===== src/design/rde_pkg.sv =====
`default_nettype none

package rde_pkg;

    localparam int VALUE_W             = 32;
    localparam int SYM_W               = 8;
    localparam int BASE_W              = 5;
    localparam int ALPHA_W             = 64;
    localparam int SYMS_PER_WORD       = ALPHA_W / SYM_W;
    localparam int CFG_INDEX_W         = 2;
    localparam int MAX_SYMBOLS_DEFAULT = 16;

    // Long division by the radix, this many dividend bits per cycle
    localparam int DIV_STEP    = 4;
    localparam int DIV_CYCLES  = VALUE_W / DIV_STEP;
    localparam int DIV_CNT_W   = $clog2(DIV_CYCLES);

    localparam int STACK_DEPTH = 32;
    localparam int STACK_AW    = $clog2(STACK_DEPTH);
    localparam int CNT_W       = STACK_AW + 1;

    localparam logic [SYM_W-1:0] SIGN_PLUS  = 8'h2B;
    localparam logic [SYM_W-1:0] SIGN_MINUS = 8'h2D;

    localparam logic [CFG_INDEX_W-1:0] REG_BASE_LENGTH   = 2'd0;
    localparam logic [CFG_INDEX_W-1:0] REG_ALPHABET_LOW  = 2'd1;
    localparam logic [CFG_INDEX_W-1:0] REG_ALPHABET_HIGH = 2'd2;

    typedef enum logic [2:0] {
        ST_IDLE,
        ST_CHECK,
        ST_DIVIDE,
        ST_SIGN,
        ST_EMIT
    } state_t;

endpackage

`default_nettype wire


===== src/design/radix_digit_emitter.sv =====
// Prints a signed 32-bit value as text in a configurable radix.
//
// Input channel s_*: one item is a value in s_tdata. Output channel m_*: one
// item per character, most significant first; a '-' leads for negative
// values and m_tlast marks the final character of the number.
// Configuration channel cfg_*: index 0 base_length (radix), 1 symbols 0-7,
// 2 symbols 8-15, one byte each, lowest byte first. cfg_ready is always high.
//
// Per item: the value is accepted, the alphabet is checked one symbol per cycle
// (up to MAX_SYMBOLS), digits come from the shared divider (four dividend
// bits a cycle), then one character per cycle is emitted while the receiver
// accepts. Only one value is in work at a time; s_tready is high between
// values, including while the last character still sits in the output
// register.
// An alphabet that is too short, too long, holds a zero byte, '+' or '-', or
// repeats a symbol causes the item to be dropped with no output.
// A stalled receiver holds the output register and pauses emission.
// Reset (aresetn low, synchronous) clears control and config, drops any item.
`default_nettype none

module radix_digit_emitter #(
    parameter int MAX_SYMBOLS = rde_pkg::MAX_SYMBOLS_DEFAULT
) (
    input  wire logic                            aclk,
    input  wire logic                            aresetn,

    input  wire logic                            s_tvalid,
    output logic                                 s_tready,
    input  wire logic [rde_pkg::VALUE_W-1:0]     s_tdata,   // [31:0] value

    output logic                                 m_tvalid,
    input  wire logic                            m_tready,
    output logic [rde_pkg::SYM_W-1:0]            m_tdata,   // [7:0] symbol
    output logic                                 m_tlast,   // is_last

    input  wire logic                            cfg_valid,
    output logic                                 cfg_ready,
    input  wire logic [rde_pkg::CFG_INDEX_W-1:0] cfg_index,
    input  wire logic [rde_pkg::ALPHA_W-1:0]     cfg_data
);

    localparam int IDX_W = (MAX_SYMBOLS > 1) ? $clog2(MAX_SYMBOLS) : 1;

    rde_pkg::state_t state_reg, state_next;

    logic [rde_pkg::BASE_W-1:0]    base_length_reg;
    logic [rde_pkg::SYM_W-1:0]     alpha_reg [MAX_SYMBOLS];
    logic [IDX_W-1:0]              stack_reg [rde_pkg::STACK_DEPTH];

    logic                          neg_reg, neg_next;
    logic [rde_pkg::VALUE_W-1:0]   work_reg, work_next;
    logic [rde_pkg::BASE_W-1:0]    rem_reg, rem_next;
    logic [rde_pkg::DIV_CNT_W-1:0] div_cnt_reg, div_cnt_next;
    logic [IDX_W-1:0]              chk_idx_reg, chk_idx_next;
    logic [rde_pkg::CNT_W-1:0]     cnt_reg, cnt_next;
    logic                          out_valid_reg, out_valid_next;
    logic [rde_pkg::SYM_W-1:0]     out_sym_reg, out_sym_next;
    logic                          out_last_reg, out_last_next;

    logic                          base_ok;
    logic                          out_free;
    logic [rde_pkg::SYM_W-1:0]     chk_sym;
    logic                          chk_bad;
    logic                          chk_dup;
    logic [rde_pkg::VALUE_W-1:0]   div_w;
    logic [rde_pkg::BASE_W-1:0]    div_r;
    logic                          push;
    logic [rde_pkg::CNT_W-1:0]     cnt_m1;

    assign cfg_ready = 1'b1;
    assign s_tready  = (state_reg == rde_pkg::ST_IDLE);
    assign m_tvalid  = out_valid_reg;
    assign m_tdata   = out_sym_reg;
    assign m_tlast   = out_last_reg;

    assign base_ok  = (base_length_reg >= rde_pkg::BASE_W'(2)) &&
                      (base_length_reg <= rde_pkg::BASE_W'(MAX_SYMBOLS));
    assign out_free = !out_valid_reg || m_tready;
    assign cnt_m1   = cnt_reg - rde_pkg::CNT_W'(1);

    // Configuration registers
    always_ff @(posedge aclk) begin
        if (!aresetn) begin
            base_length_reg <= '0;
            for (int i = 0; i < MAX_SYMBOLS; i++) begin
                alpha_reg[i] <= '0;
            end
        end else if (cfg_valid) begin
            unique case (cfg_index)
                rde_pkg::REG_BASE_LENGTH: begin
                    base_length_reg <= cfg_data[rde_pkg::BASE_W-1:0];
                end
                rde_pkg::REG_ALPHABET_LOW: begin
                    for (int i = 0; i < MAX_SYMBOLS; i++) begin
                        if (i < rde_pkg::SYMS_PER_WORD) begin
                            alpha_reg[i] <=
                                cfg_data[rde_pkg::SYM_W*(i % rde_pkg::SYMS_PER_WORD) +: rde_pkg::SYM_W];
                        end
                    end
                end
                rde_pkg::REG_ALPHABET_HIGH: begin
                    for (int i = 0; i < MAX_SYMBOLS; i++) begin
                        if (i >= rde_pkg::SYMS_PER_WORD) begin
                            alpha_reg[i] <=
                                cfg_data[rde_pkg::SYM_W*(i % rde_pkg::SYMS_PER_WORD) +: rde_pkg::SYM_W];
                        end
                    end
                end
                default: ;
            endcase
        end
    end

    // Alphabet check: one symbol per cycle against all later symbols in use
    always_comb begin
        chk_sym = alpha_reg[chk_idx_reg];
        chk_bad = (chk_sym == '0) || (chk_sym == rde_pkg::SIGN_PLUS) ||
                  (chk_sym == rde_pkg::SIGN_MINUS);
        chk_dup = 1'b0;
        for (int j = 0; j < MAX_SYMBOLS; j++) begin
            if ((IDX_W'(j) > chk_idx_reg) &&
                (rde_pkg::BASE_W'(j) < base_length_reg) &&
                (alpha_reg[j] == chk_sym)) begin
                chk_dup = 1'b1;
            end
        end
    end

    // Restoring division, DIV_STEP dividend bits per cycle; quotient bits
    // shift into the bottom of the work register as the dividend leaves the top
    always_comb begin
        logic [rde_pkg::BASE_W-1:0] trial;
        div_w = work_reg;
        div_r = rem_reg;
        for (int k = 0; k < rde_pkg::DIV_STEP; k++) begin
            trial = {div_r[rde_pkg::BASE_W-2:0], div_w[rde_pkg::VALUE_W-1]};
            if (trial >= base_length_reg) begin
                div_r = trial - base_length_reg;
                div_w = {div_w[rde_pkg::VALUE_W-2:0], 1'b1};
            end else begin
                div_r = trial;
                div_w = {div_w[rde_pkg::VALUE_W-2:0], 1'b0};
            end
        end
    end

    // Next state and outputs
    always_comb begin
        state_next     = state_reg;
        neg_next       = neg_reg;
        work_next      = work_reg;
        rem_next       = rem_reg;
        div_cnt_next   = div_cnt_reg;
        chk_idx_next   = chk_idx_reg;
        cnt_next       = cnt_reg;
        out_valid_next = out_valid_reg && !m_tready;
        out_sym_next   = out_sym_reg;
        out_last_next  = out_last_reg;
        push           = 1'b0;

        unique case (state_reg)
            rde_pkg::ST_IDLE: begin
                if (s_tvalid) begin
                    neg_next     = s_tdata[rde_pkg::VALUE_W-1];
                    work_next    = s_tdata[rde_pkg::VALUE_W-1] ?
                                   (rde_pkg::VALUE_W'(0) - s_tdata) : s_tdata;
                    chk_idx_next = '0;
                    if (base_ok) begin
                        state_next = rde_pkg::ST_CHECK;
                    end
                end
            end
            rde_pkg::ST_CHECK: begin
                if (chk_bad || chk_dup) begin
                    state_next = rde_pkg::ST_IDLE;
                end else if (rde_pkg::BASE_W'(chk_idx_reg) + rde_pkg::BASE_W'(1) ==
                             base_length_reg) begin
                    state_next   = rde_pkg::ST_DIVIDE;
                    div_cnt_next = '0;
                    rem_next     = '0;
                    cnt_next     = '0;
                end else begin
                    chk_idx_next = chk_idx_reg + IDX_W'(1);
                end
            end
            rde_pkg::ST_DIVIDE: begin
                work_next    = div_w;
                rem_next     = div_r;
                div_cnt_next = div_cnt_reg + rde_pkg::DIV_CNT_W'(1);
                if (div_cnt_reg == rde_pkg::DIV_CNT_W'(rde_pkg::DIV_CYCLES - 1)) begin
                    push         = 1'b1;
                    cnt_next     = cnt_reg + rde_pkg::CNT_W'(1);
                    rem_next     = '0;
                    div_cnt_next = '0;
                    if ((div_w == '0) ||
                        (cnt_reg == rde_pkg::CNT_W'(rde_pkg::STACK_DEPTH - 1))) begin
                        state_next = neg_reg ? rde_pkg::ST_SIGN : rde_pkg::ST_EMIT;
                    end
                end
            end
            rde_pkg::ST_SIGN: begin
                if (out_free) begin
                    out_valid_next = 1'b1;
                    out_sym_next   = rde_pkg::SIGN_MINUS;
                    out_last_next  = 1'b0;
                    state_next     = rde_pkg::ST_EMIT;
                end
            end
            rde_pkg::ST_EMIT: begin
                if (out_free) begin
                    out_valid_next = 1'b1;
                    out_sym_next   = alpha_reg[stack_reg[cnt_m1[rde_pkg::STACK_AW-1:0]]];
                    out_last_next  = (cnt_reg == rde_pkg::CNT_W'(1));
                    cnt_next       = cnt_m1;
                    if (cnt_reg == rde_pkg::CNT_W'(1)) begin
                        state_next = rde_pkg::ST_IDLE;
                    end
                end
            end
            default: begin
                state_next = rde_pkg::ST_IDLE;
            end
        endcase
    end

    always_ff @(posedge aclk) begin
        if (!aresetn) begin
            state_reg <= rde_pkg::ST_IDLE;
        end else begin
            state_reg <= state_next;
        end
    end

    always_ff @(posedge aclk) begin
        if (!aresetn) begin
            div_cnt_reg   <= '0;
            chk_idx_reg   <= '0;
            cnt_reg       <= '0;
            out_valid_reg <= 1'b0;
        end else begin
            div_cnt_reg   <= div_cnt_next;
            chk_idx_reg   <= chk_idx_next;
            cnt_reg       <= cnt_next;
            out_valid_reg <= out_valid_next;
        end
    end

    always_ff @(posedge aclk) begin
        neg_reg      <= neg_next;
        work_reg     <= work_next;
        rem_reg      <= rem_next;
        out_sym_reg  <= out_sym_next;
        out_last_reg <= out_last_next;
    end

    // Digit stack, least significant digit pushed first
    always_ff @(posedge aclk) begin
        if (push) begin
            stack_reg[cnt_reg[rde_pkg::STACK_AW-1:0]] <= div_r[IDX_W-1:0];
        end
    end

    a_rem_below_radix: assert property (@(posedge aclk) disable iff (!aresetn)
        (state_reg == rde_pkg::ST_DIVIDE) |-> (rem_reg < base_length_reg))
        else $error("partial remainder not below the radix");

    a_cnt_in_range: assert property (@(posedge aclk) disable iff (!aresetn)
        cnt_reg <= rde_pkg::CNT_W'(rde_pkg::STACK_DEPTH))
        else $error("digit count beyond stack depth");

    a_emit_has_digit: assert property (@(posedge aclk) disable iff (!aresetn)
        (state_reg == rde_pkg::ST_EMIT) |-> (cnt_reg != '0))
        else $error("emitting with an empty digit stack");

    a_sign_only_negative: assert property (@(posedge aclk) disable iff (!aresetn)
        (state_reg == rde_pkg::ST_SIGN) |-> neg_reg)
        else $error("sign stage entered for a non-negative value");

    a_last_ends_item: assert property (@(posedge aclk) disable iff (!aresetn)
        (state_reg == rde_pkg::ST_EMIT && out_free && cnt_reg == rde_pkg::CNT_W'(1))
        |=> (m_tvalid && m_tlast && state_reg == rde_pkg::ST_IDLE))
        else $error("final character not marked or block not back to idle");

endmodule

`default_nettype wire

===== config.mk =====
export PLATFORM = sky130hd
export DESIGN_NAME = radix_digit_emitter
export DESIGN_NICKNAME = d
export VERILOG_FILES = /design/src/design/rde_pkg.sv /design/src/design/radix_digit_emitter.sv
export SDC_FILE = /design/constraint.sdc
export NUM_CORES = 1
export LEC_CHECK = 0
export ABC_AREA = 1
export BUFFER_PORTS_ARGS = -buffer_cell sky130_fd_sc_hd__buf_2
export CAP_MARGIN = 20
export CORE_MARGIN = 2
export CORE_UTILIZATION = 33
export DETAILED_ROUTE_END_ITERATION = 7
export GPL_ROUTABILITY_DRIVEN = 0
export PLACE_DENSITY = 0.57
export SLEW_MARGIN = 15
export SYNTH_ARGS = -nofsm -noshare
export SYNTH_HDL_FRONTEND = slang
export SYNTH_SLANG_ARGS = --single-unit

===== constraint.sdc =====
create_clock -name aclk -period 13.19 [get_ports aclk]
set_clock_uncertainty 0.2 [all_clocks]
set_input_delay 2.638 -clock aclk [delete_from_list [all_inputs] [get_ports aclk]]
set_output_delay 2.638 -clock aclk [all_outputs]
set_load 0.02 [all_outputs]

==> results.py <==
metrics = {
    "clock_tree": {
        "cts.clk_slew.worst_paths_ns": 0.05,
        "cts_tree": "done",
        "holdBufCountCts": 0,
        "clk-insertion-delay-late_ns": 0.59,
        "cts_buffers": 38,
        "clockBufferDepth": 3,
        "post-cts-setup-buffer-count": 0,
        "h-tree-depth": 2,
        "root_buffer": "clkbuf_16",
        "cts_resized": 0,
        "cts_sinks": 328,
    },
    "global_routing": {
        "grt_overflow_total": 0,
        "grt_max_degree": 73,
        "antenna_found_initial": 1,
        "grt_pass1_vias": 16600,
        "gr-usage-all-layers_pct": 19.8,
        "grt_pass1_wl_um": 96700,
    },
    "min_path": {
        "min_from": "div_cnt_reg[1]$_SDFFE_PN0P_",
        "worstHoldPathType": "reg2reg",
    },
    "worst_setup_path": {
        "r2r_start": "base_length_reg[1]$_SDFFE_PN0P_",
        "slowest_stage": "inv_1",
        "end_kind": "flop",
        "crit_family": "compound AO/OA/AOI/OAI gates",
        "worstPathArrival_ns": 9.09,
        "required_ns": 13.20,
        "setup.worst_path.start": "base_length_reg[1]$_SDFFE_PN0P_",
        "critPathBufInv": 3,
        "critPathMaxFanout": 32,
        "cpPeakStageDelay_ns": 0.77,
        "worstSetupStartpointType": "flop",
        "path_class": "reg2reg",
        "cp_common_cell": "nand2_1",
    },
    "sta": {
        "tightest_slew_ns": 1.12,
        "fmax_mhz": 110,
        "finalSetupViolCount": 0,
        "finalWorstSetupSlack_ns": 4.11,
        "slew_viol_final": 0,
        "hold_viol": 0,
        "post-route-period-util_pct": 68.8,
        "rsz0062_at_grt": "false",
        "maxSlewHeadroom_pct": 25.2,
        "fin_tns_setup_ns": 0,
        "fin_crit_ns": 9.08,
    },
    "logic_synthesis": {
        "ys_ff_latch": 328,
        "netlist_area_mm2": 0.0199,
        "synth_edf_count": 302,
        "avgSynthCellArea_um2": 8.17,
        "synthAdderAreaFrac_pct": 2.42,
        "syn_inst": 2433,
        "synth_compound_area_share_pct": 10.4,
        "synthMuxAreaShare_pct": 0.0566,
        "synth_top_family_by_area": "simple AND/OR/NAND/NOR gates",
        "synth.distinct_cells": 52,
        "synth_top_flop_cell": "edfxtp_1",
        "yosys_warnings": 0,
        "synth_fp_nets": 2572,
        "ys_top_cells_by_area": "edfxtp_1, nand2_1, nand3_1, inv_1, nor2_1",
        "async_flop_share_pct": 0,
        "netlist.area_leader.share_pct": 45.6,
        "synth_top_cell_by_area": "edfxtp_1",
        "synth_xor_area_share_pct": 3.69,
        "synth-simple-area-share_pct": 26.4,
        "ys_seq_area_share_pct": 48.2,
    },
    "layout": {
        "drive_gt1_share_pct": 9.65,
        "area_delta_synth_final_pct": 11.3,
        "diodes": 0,
        "fillers": 6018,
        "nets": 2619,
    },
    "die": {
        "dieWidth_um": 249,
        "ios": 115,
        "initial_core_util_pct": 33.5,
        "die-area_mm2": 0.0622,
        "die_y_um": 249,
        "core_mm2": 0.0594,
        "core.rowCount": 89,
    },
    "drt": {
        "routed_wl_um": 62800,
        "drtIter0Drc": 1742,
        "viasPerCell": 5.27,
        "routedWlPerCell_um": 19.2,
        "dr_total_vias": 17300,
        "first_pass_iters": 8,
        "drc": 0,
        "final_antenna_net_count": 0,
    },
    "placed_design": {
        "place_hpwl_um": 43700,
        "numPortBuffers": 113,
        "pre_cts_slack_ns": 4.24,
    },
    "outcome": {
        "status": "finished clean",
    },
    "job": {
        "drv_cap": 0,
    },
}
## worst reg2reg max path, delay by kind of cell, from the launching register on
kind | cells | cell delay, ns
AOI/OAI and AO/OA | 16 | 4.07
adders and majority gates | 4 | 1.40
buffers and inverters | 3 | 1.25
DFF | 1 | 0.57
muxes | 1 | 0.37
and+or+nand+nor | 9 | 0.88
## final cells by class
type	count	area, um2	area share, %
Timing Repair Buffer	135	738	3.34
Sequential cell	328	9590	43.3
Inverter	286	1070	4.85
Multi-Input combinational cell	1691	8580	38.8
Clock buffer	50	996	4.50
Clock inverter	17	186	0.842
Tap cell	773	967	4.37
## cell usage after synthesis (5+ instances only)
cell type and count:
clkbuf_1 57, a31oi_1 6, nand2_4 5, o211ai_1 25
o22ai_1 5, inv_1 278, nor2_1 253, nor3_1 21
o31ai_1 5, dfxtp_1 26, xnor2_1 12, a22oi_1 13
o21ai_1 6, buf_4 7, buf_6 12, nand2_1 546
buf_2 42, nand4_1 6, ha_1 32, a21oi_1 138
or2_2 9, o221ai_1 5, xor2_1 70, nand3_2 12
nand2_2 5, o21ai_0 147, a221oi_1 8, buf_1 8
nand3_1 275, inv_2 7, edfxtp_1 302, nor4_1 57
## kinds of logic (layout without fill, tap and decap cells)
group / Yosys count / count (layout)
mux: 1 / 1
other cells: 1 / 1
flops: 328 / 328
simple gates: 1199 / 1199
compound gates: 371 / 371
fa+ha+maj: 36 / 36
xor+xnor: 83 / 83
buf+inv: 414 / 488
## layer usage
layer / up-vias / global-route usage [%] / share of wire (%)
met2: 737 / 32.0 / 46
met3: 119 / 3.41 / 7.5
met1: 8122 / 26.9 / 44
li1: 8306 / - / -
met5: - / 0 / 0.021
met4: 2 / 6.23 / 2.9
## metrics by stage
| stage | hold WS [ns] | utilization (%) | area [um2] | cells |
|---|---|---|---|---|
| after floorplan | 0.244 | - | 19900 | 2433 |
| after global placement | 0.255 | 35.3 | 20900 | 3211 |
| after detailed placement | 0.266 | 35.3 | 20900 | 3211 |
| after CTS | 0.275 | 37.3 | 22100 | 3278 |
| after global routing | 0.298 | 37.3 | 22100 | 3280 |
| final | 0.273 | 37.3 | 22100 | 3280 |
## worst paths after layout
path | cells after the start | end | slack, ns
max | 33 | stack_reg[10][3]$_DFFE_PP_ | 4.11
min | 2 | div_cnt_reg[1]$_SDFFE_PN0P_ | 0.27
max reg2reg | 33 | stack_reg[10][3]$_DFFE_PP_ | 4.11
min reg2reg | 2 | div_cnt_reg[1]$_SDFFE_PN0P_ | 0.27
## layout by cell type, fill, tap and decap left out, types with 5 or more instances in the layout
cell and count:
a21oi_1 138, a221oi_1 8, a22oi_1 13, a31oi_1 6, buf_2 113, buf_4 21, clkbuf_1 12, clkbuf_16 38
clkinv_1 5, dfxtp_1 24, edfxtp_1 302, ha_1 32, inv_1 277, inv_2 8, nand2_1 544, nand2_2 6
nand2_4 6, nand3_1 275, nand3_2 12, nand4_1 6, nor2_1 253, nor3_1 20, nor4_1 57, o211ai_1 25
o21ai_0 146, o21ai_1 6, o221ai_1 5, o22ai_1 5, o31ai_1 5, or2_2 9, xnor2_1 12, xor2_1 69
Power is not shown: default switching activity piles up to over one toggle a cycle in this logic, so the estimate is an artifact.
